## src/rdc_pkg.sv

```systemverilog
`timescale 1ns / 1ps
package rdc_pkg;

  localparam int VALUE_BITS_DEFAULT = 31;
  localparam int RADIX_BITS         = 6;
  localparam int CHAR_BITS          = 7;
  localparam int QUEUE_DEPTH        = 2;

  localparam logic [RADIX_BITS-1:0] RADIX_RESET = 6'd10;
  localparam logic [RADIX_BITS-1:0] RADIX_MIN   = 6'd2;
  localparam logic [RADIX_BITS-1:0] RADIX_MAX   = 6'd36;
  localparam logic [RADIX_BITS-1:0] DECIMAL_TOP = 6'd10;
  localparam logic [CHAR_BITS-1:0]  CHAR_ZERO   = 7'd48;
  localparam logic [CHAR_BITS-1:0]  CHAR_ALPHA  = 7'd65;

  // Classification that travels with each queued value
  typedef struct packed {
    logic                  is_zero;
    logic [RADIX_BITS-1:0] base;
  } job_t;

  // Out-of-range register values are clamped into 2..36
  function automatic logic [RADIX_BITS-1:0] effective_base(input logic [RADIX_BITS-1:0] r);
    logic [RADIX_BITS-1:0] b;
    if (r < RADIX_MIN) begin
      b = RADIX_MIN;
    end else if (r > RADIX_MAX) begin
      b = RADIX_MAX;
    end else begin
      b = r;
    end
    return b;
  endfunction

  function automatic logic [CHAR_BITS-1:0] digit_to_ascii(input logic [RADIX_BITS-1:0] d);
    logic [CHAR_BITS-1:0] c;
    if (d < DECIMAL_TOP) begin
      c = CHAR_ZERO + {1'b0, d};
    end else begin
      c = CHAR_ALPHA + {1'b0, d} - {1'b0, DECIMAL_TOP};
    end
    return c;
  endfunction

endpackage

```

## src/rdc_if.sv

```systemverilog
`timescale 1ns / 1ps
interface rdc_value_if #(parameter int VALUE_BITS = rdc_pkg::VALUE_BITS_DEFAULT);
  logic                  valid;
  logic                  ready;
  logic [VALUE_BITS-1:0] value;
  modport source (output valid, output value, input ready);
  modport sink   (input valid, input value, output ready);
endinterface

interface rdc_digit_if;
  logic                           valid;
  logic                           ready;
  logic [rdc_pkg::CHAR_BITS-1:0]  digit_char;
  logic                           last_digit;
  modport source (output valid, output digit_char, output last_digit, input ready);
  modport sink   (input valid, input digit_char, input last_digit, output ready);
endinterface

interface rdc_cfg_if;
  logic                           valid;
  logic                           ready;
  logic [rdc_pkg::RADIX_BITS-1:0] radix;
  modport source (output valid, output radix, input ready);
  modport sink   (input valid, input radix, output ready);
endinterface

```

## src/radix_digit_converter_core.sv

```systemverilog
`timescale 1ns / 1ps
// Channel  Dir  Payload                      Handshake
// -------  ---  ---------------------------  ----------------------------
// number   in   value[VALUE_BITS-1:0]        valid & ready
// digits   out  digit_char[6:0], last_digit  valid & ready, one per digit
// cfg      in   radix[5:0]                   valid & ready (ready tied high)
//
// In the back end each digit is one pass of the bit-serial divider over all
// VALUE_BITS bits of the quotient; the digits are then read back from the digit
// store and loaded into the output register, most significant first. Zero skips the divider.
// Reset clears the sequencer, queue pointers, output valid and sets radix 10;
// the digit store is never cleared (each conversion writes what it reads).
// The two-entry queue keeps taking items while the divider is busy; the
// output register holds a digit under back-pressure without stopping the queue.
module radix_digit_converter_core #(
  parameter int VALUE_BITS = rdc_pkg::VALUE_BITS_DEFAULT
) (
  input  logic        clk,
  input  logic        rst,
  rdc_cfg_if.sink     cfg,
  rdc_value_if.sink   number,
  rdc_digit_if.source digits
);

  // front -> queue
  logic                  fq_valid;
  logic                  fq_ready;
  logic [VALUE_BITS-1:0] fq_value;
  rdc_pkg::job_t         fq_job;

  // queue -> back
  logic                  qb_valid;
  logic                  qb_ready;
  logic [VALUE_BITS-1:0] qb_value;
  rdc_pkg::job_t         qb_job;

  // Front: radix register, base clamp, zero detect
  rdc_front #(
    .VALUE_BITS (VALUE_BITS)
  ) u_front (
    .clk     (clk),
    .rst     (rst),
    .cfg     (cfg),
    .number  (number),
    .q_valid (fq_valid),
    .q_ready (fq_ready),
    .q_value (fq_value),
    .q_job   (fq_job)
  );

  // Decoupling queue between intake and conversion
  rdc_queue #(
    .VALUE_BITS (VALUE_BITS)
  ) u_queue (
    .clk       (clk),
    .rst       (rst),
    .in_valid  (fq_valid),
    .in_ready  (fq_ready),
    .in_value  (fq_value),
    .in_job    (fq_job),
    .out_valid (qb_valid),
    .out_ready (qb_ready),
    .out_value (qb_value),
    .out_job   (qb_job)
  );

  // Back: serial divider, digit store, reverse-order emission
  rdc_back #(
    .VALUE_BITS (VALUE_BITS)
  ) u_back (
    .clk       (clk),
    .rst       (rst),
    .job_valid (qb_valid),
    .job_ready (qb_ready),
    .job_value (qb_value),
    .job       (qb_job),
    .digits    (digits)
  );

endmodule

```

## src/rdc_ram.sv

```systemverilog
`timescale 1ns / 1ps
module rdc_ram #(
  parameter int WIDTH = rdc_pkg::RADIX_BITS,
  parameter int DEPTH = rdc_pkg::VALUE_BITS_DEFAULT
) (
  input  logic                     clk,
  input  logic                     we,
  input  logic [$clog2(DEPTH)-1:0] waddr,
  input  logic [WIDTH-1:0]         wdata,
  input  logic                     re,
  input  logic [$clog2(DEPTH)-1:0] raddr,
  output logic [WIDTH-1:0]         rdata
);

  logic [WIDTH-1:0] mem [DEPTH];

  always_ff @(posedge clk) begin
    if (we) begin
      mem[waddr] <= wdata;
    end
    if (re) begin
      rdata <= mem[raddr];
    end
  end

endmodule

```

## src/rdc_front.sv

```systemverilog
`timescale 1ns / 1ps
module rdc_front #(
  parameter int VALUE_BITS = rdc_pkg::VALUE_BITS_DEFAULT
) (
  input  logic                  clk,
  input  logic                  rst,
  rdc_cfg_if.sink               cfg,
  rdc_value_if.sink             number,
  output logic                  q_valid,
  input  logic                  q_ready,
  output logic [VALUE_BITS-1:0] q_value,
  output rdc_pkg::job_t         q_job
);

  logic [rdc_pkg::RADIX_BITS-1:0] radix;

  assign cfg.ready = 1'b1;

  always_ff @(posedge clk) begin
    if (rst) begin
      radix <= rdc_pkg::RADIX_RESET;
    end else if (cfg.valid) begin
      radix <= cfg.radix;
    end
  end

  // classify: clamp the base once, flag zero so the back end skips division
  assign q_valid       = number.valid;
  assign number.ready  = q_ready;
  assign q_value       = number.value;
  assign q_job.base    = rdc_pkg::effective_base(radix);
  assign q_job.is_zero = (number.value == '0);

endmodule

```

## src/rdc_queue.sv

```systemverilog
`timescale 1ns / 1ps
module rdc_queue #(
  parameter int VALUE_BITS = rdc_pkg::VALUE_BITS_DEFAULT
) (
  input  logic                  clk,
  input  logic                  rst,
  input  logic                  in_valid,
  output logic                  in_ready,
  input  logic [VALUE_BITS-1:0] in_value,
  input  rdc_pkg::job_t         in_job,
  output logic                  out_valid,
  input  logic                  out_ready,
  output logic [VALUE_BITS-1:0] out_value,
  output rdc_pkg::job_t         out_job
);

  localparam int PW = $clog2(rdc_pkg::QUEUE_DEPTH);
  localparam int CW = $clog2(rdc_pkg::QUEUE_DEPTH + 1);
  localparam logic [PW-1:0] PTR_LAST = PW'(rdc_pkg::QUEUE_DEPTH - 1);
  localparam logic [CW-1:0] FULL     = CW'(rdc_pkg::QUEUE_DEPTH);

  logic [VALUE_BITS-1:0] value_q [rdc_pkg::QUEUE_DEPTH];
  rdc_pkg::job_t         job_q   [rdc_pkg::QUEUE_DEPTH];
  logic [PW-1:0]         wr_ptr;
  logic [PW-1:0]         rd_ptr;
  logic [CW-1:0]         fill;
  logic                  push;
  logic                  pop;

  assign in_ready  = (fill != FULL);
  assign out_valid = (fill != '0);
  assign out_value = value_q[rd_ptr];
  assign out_job   = job_q[rd_ptr];
  assign push      = in_valid && in_ready;
  assign pop       = out_valid && out_ready;

  always_ff @(posedge clk) begin
    if (push) begin
      value_q[wr_ptr] <= in_value;
      job_q[wr_ptr]   <= in_job;
    end
  end

  always_ff @(posedge clk) begin
    if (rst) begin
      wr_ptr <= '0;
      rd_ptr <= '0;
      fill   <= '0;
    end else begin
      if (push) begin
        wr_ptr <= (wr_ptr == PTR_LAST) ? '0 : wr_ptr + 1'b1;
      end
      if (pop) begin
        rd_ptr <= (rd_ptr == PTR_LAST) ? '0 : rd_ptr + 1'b1;
      end
      case ({push, pop})
        2'b10:   fill <= fill + 1'b1;
        2'b01:   fill <= fill - 1'b1;
        default: fill <= fill;
      endcase
    end
  end

  a_no_overfill: assert property (@(posedge clk) disable iff (rst) fill <= FULL)
    else $error("queue fill above depth");

endmodule

```

## src/rdc_back.sv

```systemverilog
`timescale 1ns / 1ps
module rdc_back #(
  parameter int VALUE_BITS = rdc_pkg::VALUE_BITS_DEFAULT
) (
  input  logic                  clk,
  input  logic                  rst,
  input  logic                  job_valid,
  output logic                  job_ready,
  input  logic [VALUE_BITS-1:0] job_value,
  input  rdc_pkg::job_t         job,
  rdc_digit_if.source           digits
);

  localparam int AW = $clog2(VALUE_BITS);
  localparam int CW = $clog2(VALUE_BITS + 1);
  localparam int RB = rdc_pkg::RADIX_BITS;
  localparam logic [AW-1:0] LAST_STEP  = AW'(VALUE_BITS - 1);
  localparam logic [CW-1:0] MAX_DIGITS = CW'(VALUE_BITS);

  localparam logic [1:0] S_IDLE    = 2'd0;
  localparam logic [1:0] S_DIV     = 2'd1;
  localparam logic [1:0] S_EMIT_RD = 2'd2;
  localparam logic [1:0] S_EMIT_WR = 2'd3;

  logic [1:0]            state, state_next;
  logic [VALUE_BITS-1:0] quot, quot_next;
  logic [RB-1:0]         rem, rem_next;
  logic [RB-1:0]         base, base_next;
  logic [AW-1:0]         step, step_next;
  logic [CW-1:0]         cnt, cnt_next;
  logic [AW-1:0]         ptr, ptr_next;
  logic                  out_valid;
  logic [rdc_pkg::CHAR_BITS-1:0] out_char;
  logic                  out_last;

  logic [RB:0]           r2;
  logic [RB:0]           diff;
  logic                  ge;
  logic [RB-1:0]         rem_new;
  logic [VALUE_BITS-1:0] quot_shift;
  logic [CW-1:0]         cnt_inc;
  logic                  load;

  logic                  ram_we;
  logic [AW-1:0]         ram_waddr;
  logic [RB-1:0]         ram_wdata;
  logic                  ram_re;
  logic [RB-1:0]         ram_rdata;

  // one restoring-division step per cycle
  assign r2         = {rem, quot[VALUE_BITS-1]};
  assign ge         = (r2 >= {1'b0, base});
  assign diff       = r2 - {1'b0, base};
  assign rem_new    = ge ? diff[RB-1:0] : r2[RB-1:0];
  assign quot_shift = {quot[VALUE_BITS-2:0], ge};
  assign cnt_inc    = cnt + 1'b1;

  assign job_ready = (state == S_IDLE);
  assign load      = (state == S_EMIT_WR) && (!out_valid || digits.ready);

  always_comb begin
    state_next = state;
    quot_next  = quot;
    rem_next   = rem;
    base_next  = base;
    step_next  = step;
    cnt_next   = cnt;
    ptr_next   = ptr;
    ram_we     = 1'b0;
    ram_waddr  = cnt[AW-1:0];
    ram_wdata  = rem_new;
    ram_re     = 1'b0;
    unique case (state)
      S_IDLE: begin
        if (job_valid) begin
          quot_next = job_value;
          base_next = job.base;
          rem_next  = '0;
          step_next = LAST_STEP;
          if (job.is_zero) begin
            ram_we     = 1'b1;
            ram_waddr  = '0;
            ram_wdata  = '0;
            cnt_next   = CW'(1);
            ptr_next   = '0;
            state_next = S_EMIT_RD;
          end else begin
            cnt_next   = '0;
            state_next = S_DIV;
          end
        end
      end
      S_DIV: begin
        quot_next = quot_shift;
        rem_next  = rem_new;
        step_next = step - 1'b1;
        if (step == '0) begin
          ram_we    = 1'b1;
          cnt_next  = cnt_inc;
          rem_next  = '0;
          step_next = LAST_STEP;
          if (quot_shift == '0 || cnt_inc == MAX_DIGITS) begin
            ptr_next   = cnt[AW-1:0];
            state_next = S_EMIT_RD;
          end
        end
      end
      S_EMIT_RD: begin
        ram_re     = 1'b1;
        state_next = S_EMIT_WR;
      end
      S_EMIT_WR: begin
        if (load) begin
          if (ptr == '0) begin
            state_next = S_IDLE;
          end else begin
            ptr_next   = ptr - 1'b1;
            state_next = S_EMIT_RD;
          end
        end
      end
      default: state_next = S_IDLE;
    endcase
  end

  always_ff @(posedge clk) begin
    if (rst) begin
      state     <= S_IDLE;
      out_valid <= 1'b0;
    end else begin
      state <= state_next;
      if (load) begin
        out_valid <= 1'b1;
      end else if (digits.ready) begin
        out_valid <= 1'b0;
      end
    end
  end

  always_ff @(posedge clk) begin
    quot <= quot_next;
    rem  <= rem_next;
    base <= base_next;
    step <= step_next;
    cnt  <= cnt_next;
    ptr  <= ptr_next;
    if (load) begin
      out_char <= rdc_pkg::digit_to_ascii(ram_rdata);
      out_last <= (ptr == '0);
    end
  end

  rdc_ram #(
    .WIDTH (RB),
    .DEPTH (VALUE_BITS)
  ) u_store (
    .clk   (clk),
    .we    (ram_we),
    .waddr (ram_waddr),
    .wdata (ram_wdata),
    .re    (ram_re),
    .raddr (ptr),
    .rdata (ram_rdata)
  );

  assign digits.valid      = out_valid;
  assign digits.digit_char = out_char;
  assign digits.last_digit = out_last;

  a_rem_below_base: assert property (@(posedge clk) disable iff (rst)
    state == S_DIV |-> rem < base)
    else $error("partial remainder not below base");

  a_base_range: assert property (@(posedge clk) disable iff (rst)
    state != S_IDLE |-> base >= rdc_pkg::RADIX_MIN && base <= rdc_pkg::RADIX_MAX)
    else $error("working base outside 2..36");

  a_ptr_in_count: assert property (@(posedge clk) disable iff (rst)
    (state == S_EMIT_RD || state == S_EMIT_WR) |-> CW'(ptr) < cnt)
    else $error("read pointer beyond stored digits");

  a_div_count: assert property (@(posedge clk) disable iff (rst)
    state == S_DIV |-> cnt < MAX_DIGITS)
    else $error("dividing past digit capacity");

  a_last_ends: assert property (@(posedge clk) disable iff (rst)
    (load && ptr == '0) |=> state == S_IDLE && digits.valid && digits.last_digit)
    else $error("final digit not flagged or sequencer not idle");

endmodule

```

## src/flat_wrapper.sv

```systemverilog
// flat-port wrapper written by rule: the top's interface ports become plain ports
module radix_digit_converter_core_flat 
#(
  parameter int VALUE_BITS = rdc_pkg::VALUE_BITS_DEFAULT
)
  (clk, rst, cfg_valid, cfg_radix, cfg_ready, number_valid, number_value, number_ready, digits_valid, digits_digit_char, digits_last_digit, digits_ready);
  rdc_cfg_if cfg_i ();
  rdc_value_if #(.VALUE_BITS(VALUE_BITS)) number_i ();
  rdc_digit_if digits_i ();
  input  logic clk;
  input  logic rst;
  input wire logic [$bits(cfg_i.valid)-1:0] cfg_valid;
  input wire logic [$bits(cfg_i.radix)-1:0] cfg_radix;
  output wire logic [$bits(cfg_i.ready)-1:0] cfg_ready;
  input wire logic [$bits(number_i.valid)-1:0] number_valid;
  input wire logic [$bits(number_i.value)-1:0] number_value;
  output wire logic [$bits(number_i.ready)-1:0] number_ready;
  output wire logic [$bits(digits_i.valid)-1:0] digits_valid;
  output wire logic [$bits(digits_i.digit_char)-1:0] digits_digit_char;
  output wire logic [$bits(digits_i.last_digit)-1:0] digits_last_digit;
  input wire logic [$bits(digits_i.ready)-1:0] digits_ready;
  assign cfg_i.valid = cfg_valid;
  assign cfg_i.radix = cfg_radix;
  assign cfg_ready = cfg_i.ready;
  assign number_i.valid = number_valid;
  assign number_i.value = number_value;
  assign number_ready = number_i.ready;
  assign digits_valid = digits_i.valid;
  assign digits_digit_char = digits_i.digit_char;
  assign digits_last_digit = digits_i.last_digit;
  assign digits_i.ready = digits_ready;
  radix_digit_converter_core #(.VALUE_BITS(VALUE_BITS)) u_core (.clk(clk), .rst(rst), .cfg(cfg_i), .number(number_i), .digits(digits_i));
endmodule
```

## config.mk

```make
export PLATFORM = sky130hd
export DESIGN_NAME = radix_digit_converter_core_flat
export DESIGN_NICKNAME = d
export VERILOG_FILES = /design/src/rdc_pkg.sv /design/src/rdc_if.sv /design/src/radix_digit_converter_core.sv /design/src/rdc_ram.sv /design/src/rdc_front.sv /design/src/rdc_queue.sv /design/src/rdc_back.sv /design/src/flat_wrapper.sv
export SDC_FILE = /design/constraint.sdc
export NUM_CORES = 1
export LEC_CHECK = 0
export BUFFER_PORTS_ARGS = -buffer_cell sky130_fd_sc_hd__clkbuf_2
export CORE_ASPECT_RATIO = 1.5
export CORE_MARGIN = 3
export CORE_UTILIZATION = 35
export DETAILED_ROUTE_END_ITERATION = 8
export PLACE_DENSITY = 0.57
export SYNTH_ARGS = -nofsm -noshare
export SYNTH_HDL_FRONTEND = slang
export SYNTH_SLANG_ARGS = --single-unit
```

## constraint.sdc

```tcl
create_clock -name clk -period 8.26 [get_ports clk]
set_input_delay 2.478 -clock clk [delete_from_list [all_inputs] [get_ports clk]]
set_output_delay 2.478 -clock clk [all_outputs]
set_load 0.01 [all_outputs]
```

# == Yosys cells after proc, flatten, opt, wreduce, memory -nomap -nowiden ==
# Memory sizes are Yosys's and may differ from the RTL's. A register that Yosys moved wholly into a read port is not among the register bits.
# Index checks and enable logic that the tools add are counted.
# op_classes
reduce_logical,21
order_cmp,4
eq_ne,13
muxes,54
add_sub_neg,11
# ops
op,n
2-to-1 mux 5 bit,13
zero test 31 bit,2
one-hot mux 31 bit (2 select lines),1
2-to-1 mux 6 bit,8
2-to-1 mux 31 bit,1
one-hot mux 5 bit (2 select lines),2
2-to-1 mux 1 bit,17
one-hot mux 5 bit (3 select lines),1
2-to-1 mux 2 bit,6
"!= test 2 bit, second input constant",6
one-hot mux 6 bit (2 select lines),1
zero test 5 bit,2
"subtractor 5 x 1 -> 5 bit, second input constant",2
one-hot mux 2 bit (4 select lines),1
nonzero test 2 bit,4
"adder 6 x 6 -> 7 bit, first input constant",1
"adder 7 x 6 -> 7 bit, first input constant",1
>= comparator 7 x 6 -> 1 bit,1
2-to-1 mux 7 bit,1
AND reduction 7 bit,1
"subtractor 7 x 4 -> 7 bit, second input constant",1
"== test 2 bit, second input constant",3
"> comparator 6 bit, second input constant",1
"< comparator 6 x 2 -> 1 bit, second input constant",1
19 further kinds,25
# word_totals
inputBits,42
wordCells,120
out_inout_bits,11
ramBits,262
reg_bits,79
memories,3
# mem_list
name,depth,word_bits,read_ports,rd_clocked_by_memory_dff,wr,line_no,source
u_core.u_back.u_store.mem,31,6,1,1,1,rdc_ram.sv:15,logic [WIDTH-1:0] mem [DEPTH];
u_core.u_queue.value_q,2,31,1,1,1,rdc_queue.sv:22,logic [VALUE_BITS-1:0] value_q [rdc_pkg::QUEUE_DEPTH];
u_core.u_queue.job_q,2,7,1,1,1,rdc_queue.sv:23,rdc_pkg::job_t job_q [rdc_pkg::QUEUE_DEPTH];

# == Longest topological paths before layout ==
# depth
ltp_word,6
mapped_depth,9
mapped_depth_nobuf,9

# == Hierarchy ==
# From an unflattened synthesis, not the netlist that was laid out.
# unflattened
hier_cells,914
area_unflattened_um2,14920.6
# modules_own_cells
module,instances,cells_each,area_each_um2,seq_area_each_um2
rdc_ram,1,387,7602.3,5765.5
rdc_back,1,309,3739.8,2042.0
rdc_queue,1,142,2957.8,2382.3
rdc_front,1,76,620.6,120.1

# == Worst setup path after synthesis ==
# No wires, ideal clock.
# synth_path
path_kind,input to register
from,input number_valid
to,"memory u_core.u_queue.job_q[0][0] (netlist name), enable pin"
cell_stages,2
arrival_ps,4175
slack_ps,3652
required_ps,7827
setup_ps,433
n_path_buf,0
cell_sequence,nand2_1 > nor2_1
# synth_via
elab_chain_cells,3
# synth_lines
element,line_no,source
"start, declared",flat_wrapper.sv:15,input wire logic [$bits(number_i.valid)-1:0] number_valid;
logical AND 1 bit,rdc_queue.sv:34,assign push = in_valid && in_ready;
2-to-1 mux 1 bit,rdc_queue.sv:38,if (push) begin
2-to-1 mux 1 bit (implied by the code),rdc_queue.sv:40,job_q[wr_ptr] <= in_job;
"end, declared",rdc_queue.sv:23,
# Every way passes these cells.

# == Worst setup path in the final report ==
# layout_path
from,register u_core.u_queue.fill[0]
to,output number_ready
# layout_via
elab_chain_cells,1
# layout_lines
element,line_no,source
"start, declared",rdc_queue.sv:26,logic [CW-1:0] fill;
"start signal, assigned",rdc_queue.sv:57,2'b10: fill <= fill + 1'b1;
"start signal, assigned",rdc_queue.sv:58,2'b01: fill <= fill - 1'b1;
"start signal, assigned",rdc_queue.sv:59,default: fill <= fill;
!= test 2 bit,rdc_queue.sv:30,assign in_ready = (fill != FULL);
"end, declared",flat_wrapper.sv:17,output wire logic [$bits(number_i.ready)-1:0] number_ready;
# Every way passes these cells.

==> impl_metrics.csv <==
group,metric,value,unit
grt,grt_pass1_wl,43100,um
finish,final_core_util,0.403,
critical_path,setup.worst_path.end_class,"output pin",
clocking,clock_latency,0.52,ns
critical_path,crit_required,5.78,ns
timing,fin_ws,4.47,ns
timing,setup_viol,0,
timing,fin_worst_skew,0.0206,ns
finish,n_fill_cell,3704,
clocking,cts_tree,"yes",
clocking,clock_path_buffers,3,
detailed_routing,drc,0,
floorplanning,ioPinCount,53,
synthesis,ys_types,62,
run_status,status,"finished, final reports clean",
critical_path,start_kind,"flop",
finish,multiInputGateArea,3710,um2
grt,grt_pass1_vias,7629,
place,place_area,15100,um2
timing,finalCritPeriodShare,0.459,
clocking,postCtsSetupBuffers,0,
synthesis,seq_area_frac_synth,0.722,
clocking,cts_resized,0,
detailed_routing,drtPass1Iterations,5,
synthesis,ys_warn_count,0,
place,dp_hpwl,18400,um
pwr,power,6.39,mW
floorplanning,die_w,171,um
grt,antenna_found_initial,0,
finish,fin_cells,1473,
place,place_inst,1413,
timing,maxSlewHeadroom,0.128,
clocking,cts_made_buffers,35,
synthesis,synth_seq_cells,348,
detailed_routing,drtIter0Drc,450,
floorplanning,core,40300,um2
place,io_buffer_count,51,
floorplanning,chipHeight,253,um
floorplanning,dieArea,43300,um2
finish,antenna_cells,0,
place,dp_worst_setup_slack,4.25,ns
timing,fmax,0.264,GHz
critical_path,cp_max_fo,5,
grt,overflow,0,
pwr,vdd_drop_max,0.000264,V
floorplanning,std_cell_rows,90,
timing,hold-worst-slack,0.499,ns
finish,regArea,10300,um2
grt,grt_max_degree,70,
finish,final_layout_size_suffix_gt1_frac,0.184,
detailed_routing,post_drt_wl_per_cell,18.8,um
synthesis,syn_area,14300,um2
timing,finalCriticalPeriod,3.79,ns
detailed_routing,ant_nets,0,
pwr,p_leak,5.35,nW
detailed_routing,via_per_inst,5.01,
critical_path,critPathLaunch,"u_core.u_queue.fill[0]",
timing,tns,0,ns
synthesis,avgSynthCellArea,16.1,um2
clocking,htreeDepth,2,
hold_path,hp-start,"u_core.u_queue.rd_ptr",
detailed_routing,vias,7382,
finish,nets,1006,
clocking,cts_root_buf,"clkbuf_16",
critical_path,critPathKind,"flop to output pin",
detailed_routing,wl,27700,um
timing,finalHoldViolCount,0,
synthesis,synth_nets,949,
synthesis,ys.flop_type,"edfxtp_1",
hold_path,hp-class,"flop to flop",
synthesis,synth_edf_count,334,
clocking,clkTransAtPathRegs,0.06,ns
timing,final-max-slew-violation-count,0,
floorplanning,initial_core_util,0.354,
finish,stdcell_area,16300,um2
job,max_cap_violations,0,
synthesis,synthArstFlopShare,0,
synthesis,synthCells,887,
clocking,cts.sinks,348,
place,place_congestion,0.749,
clocking,cts-hold-fix-buffers,0,
grt,grtUsageTotal,0.130,
pwr,p_per_area,393,nW/um2
timing,tightest_slew,1.31,ns
timing,rsz0062_at_grt,"no",
finish,syn_to_final_growth,13.8,%
critical_path,arrival,1.31,ns
## sequential cells by signal, summed over array words and instances, names as in the netlist, 6 cells and up, named ones only
register and flops:
u_core.u_queue.value_q 62, u_core.u_back.base 6, u_core.u_front.radix 6, u_core.u_queue.job_q 14
u_core.u_back.rem 6, u_core.u_back.digits.digit_char 7, u_core.u_back.u_store.mem 186, u_core.u_back.quot 31
u_core.u_back.u_store.rdata 6
## layer usage
metal	track usage	share of wire	up-vias	wire (um)
li1	-	-	3509	-
met1	0.148	0.39	3700	10800
met2	0.243	0.55	136	15300
met3	0.0183	0.032	37	899
met4	0.0465	0.026	0	732
met5	0	0	-	0
## synth_stat cells, types with 4 or more instances
| cell type | count | share of area |
|---|---|---|
| o21ai_1 | 14 | 0.0049 |
| mux2i_1 | 51 | 0.036 |
| buf_6 | 4 | 0.0032 |
| ha_1 | 19 | 0.017 |
| buf_2 | 7 | 0.0025 |
| inv_1 | 27 | 0.0071 |
| dfxtp_1 | 14 | 0.020 |
| nand2_1 | 69 | 0.018 |
| nor2_1 | 85 | 0.022 |
| a21oi_1 | 7 | 0.0025 |
| edfxtp_1 | 334 | 0.70 |
| xor2_1 | 7 | 0.0043 |
| buf_1 | 4 | 0.0011 |
| o21ai_0 | 46 | 0.016 |
| nand3_1 | 10 | 0.0035 |
| mux2_2 | 6 | 0.0047 |
| nand4_1 | 5 | 0.0022 |
| xnor2_1 | 10 | 0.0061 |
| clkbuf_1 | 23 | 0.0060 |
| nor3_1 | 6 | 0.0021 |
| nor2b_1 | 16 | 0.0070 |
| o22ai_1 | 6 | 0.0026 |
| a2111oi_0 | 5 | 0.0031 |
| nor4_1 | 16 | 0.0070 |
| mux4_2 | 42 | 0.066 |
## worst paths after layout
check | endpoint | slack, ns | cells after the start
setup / recovery | number_ready | 4.47 | 2
hold / removal | flop | 0.50 | 2
setup reg to reg | u_core.u_back.u_store.mem[9][4] | 4.85 | 5
hold reg to reg | flop | 0.50 | 2
## critical path, cell delays in order, from the launching register on
cell      delay (ns)
dfxtp_1         0.46
nand2b_1        0.19
clkbuf_2        0.15
## area by class of cell
class                   count  share of cell area
flip-flops and latches    348               0.634
multi-input cells         471               0.228
clock buffers              46              0.0603
clock inverters            14              0.0119
inverters                  28             0.00647
well taps                 506              0.0389
repair buffers             60              0.0199
## placed cells by master (no fill, tap or decap), types with 5 or more instances in the layout
master / Yosys / final
nor4_1: 16 / 16
nor2b_1: 16 / 16
a21oi_1: 7 / 6
nand3_1: 10 / 10
ha_1: 19 / 18
nor3_1: 6 / 6
nand2_1: 69 / 69
buf_4: 2 / 9
xnor2_1: 10 / 10
clkinv_2: 0 / 5
clkbuf_2: 0 / 51
bufinv_16: 0 / 5
mux4_2: 42 / 42
nor2_2: 0 / 6
edfxtp_1: 334 / 334
o21ai_0: 46 / 46
nand4_1: 5 / 5
xor2_1: 7 / 7
o22ai_1: 6 / 6
mux2i_1: 51 / 51
inv_1: 27 / 27
o21ai_1: 14 / 14
a2111oi_0: 5 / 5
nor2_1: 85 / 78
clkbuf_1: 23 / 7
clkbuf_16: 0 / 37
dfxtp_1: 14 / 13
mux2_2: 6 / 6
## cell families after synthesis
family                   count (synthesis)  share of synthesized area
flip-flops                             348                      0.722
AND/OR/NAND/NOR                        231                     0.0761
AO/OA/AOI/OAI                          102                     0.0449
multiplexers                            99                      0.107
buffers and inverters                   68                     0.0211
adder cells (fa/ha/maj)                 21                     0.0187
XOR/XNOR                                17                     0.0104
other                                    1                   0.000263
## where the power goes
part	internal, mW	switching (mW)	total (mW)
clock	0.989	0.631	1.62
combinational	0.571	1.25	1.82
sequential	2.76	0.186	2.95
total	4.32	2.07	6.39
Power figures use the tool's default switching activity.
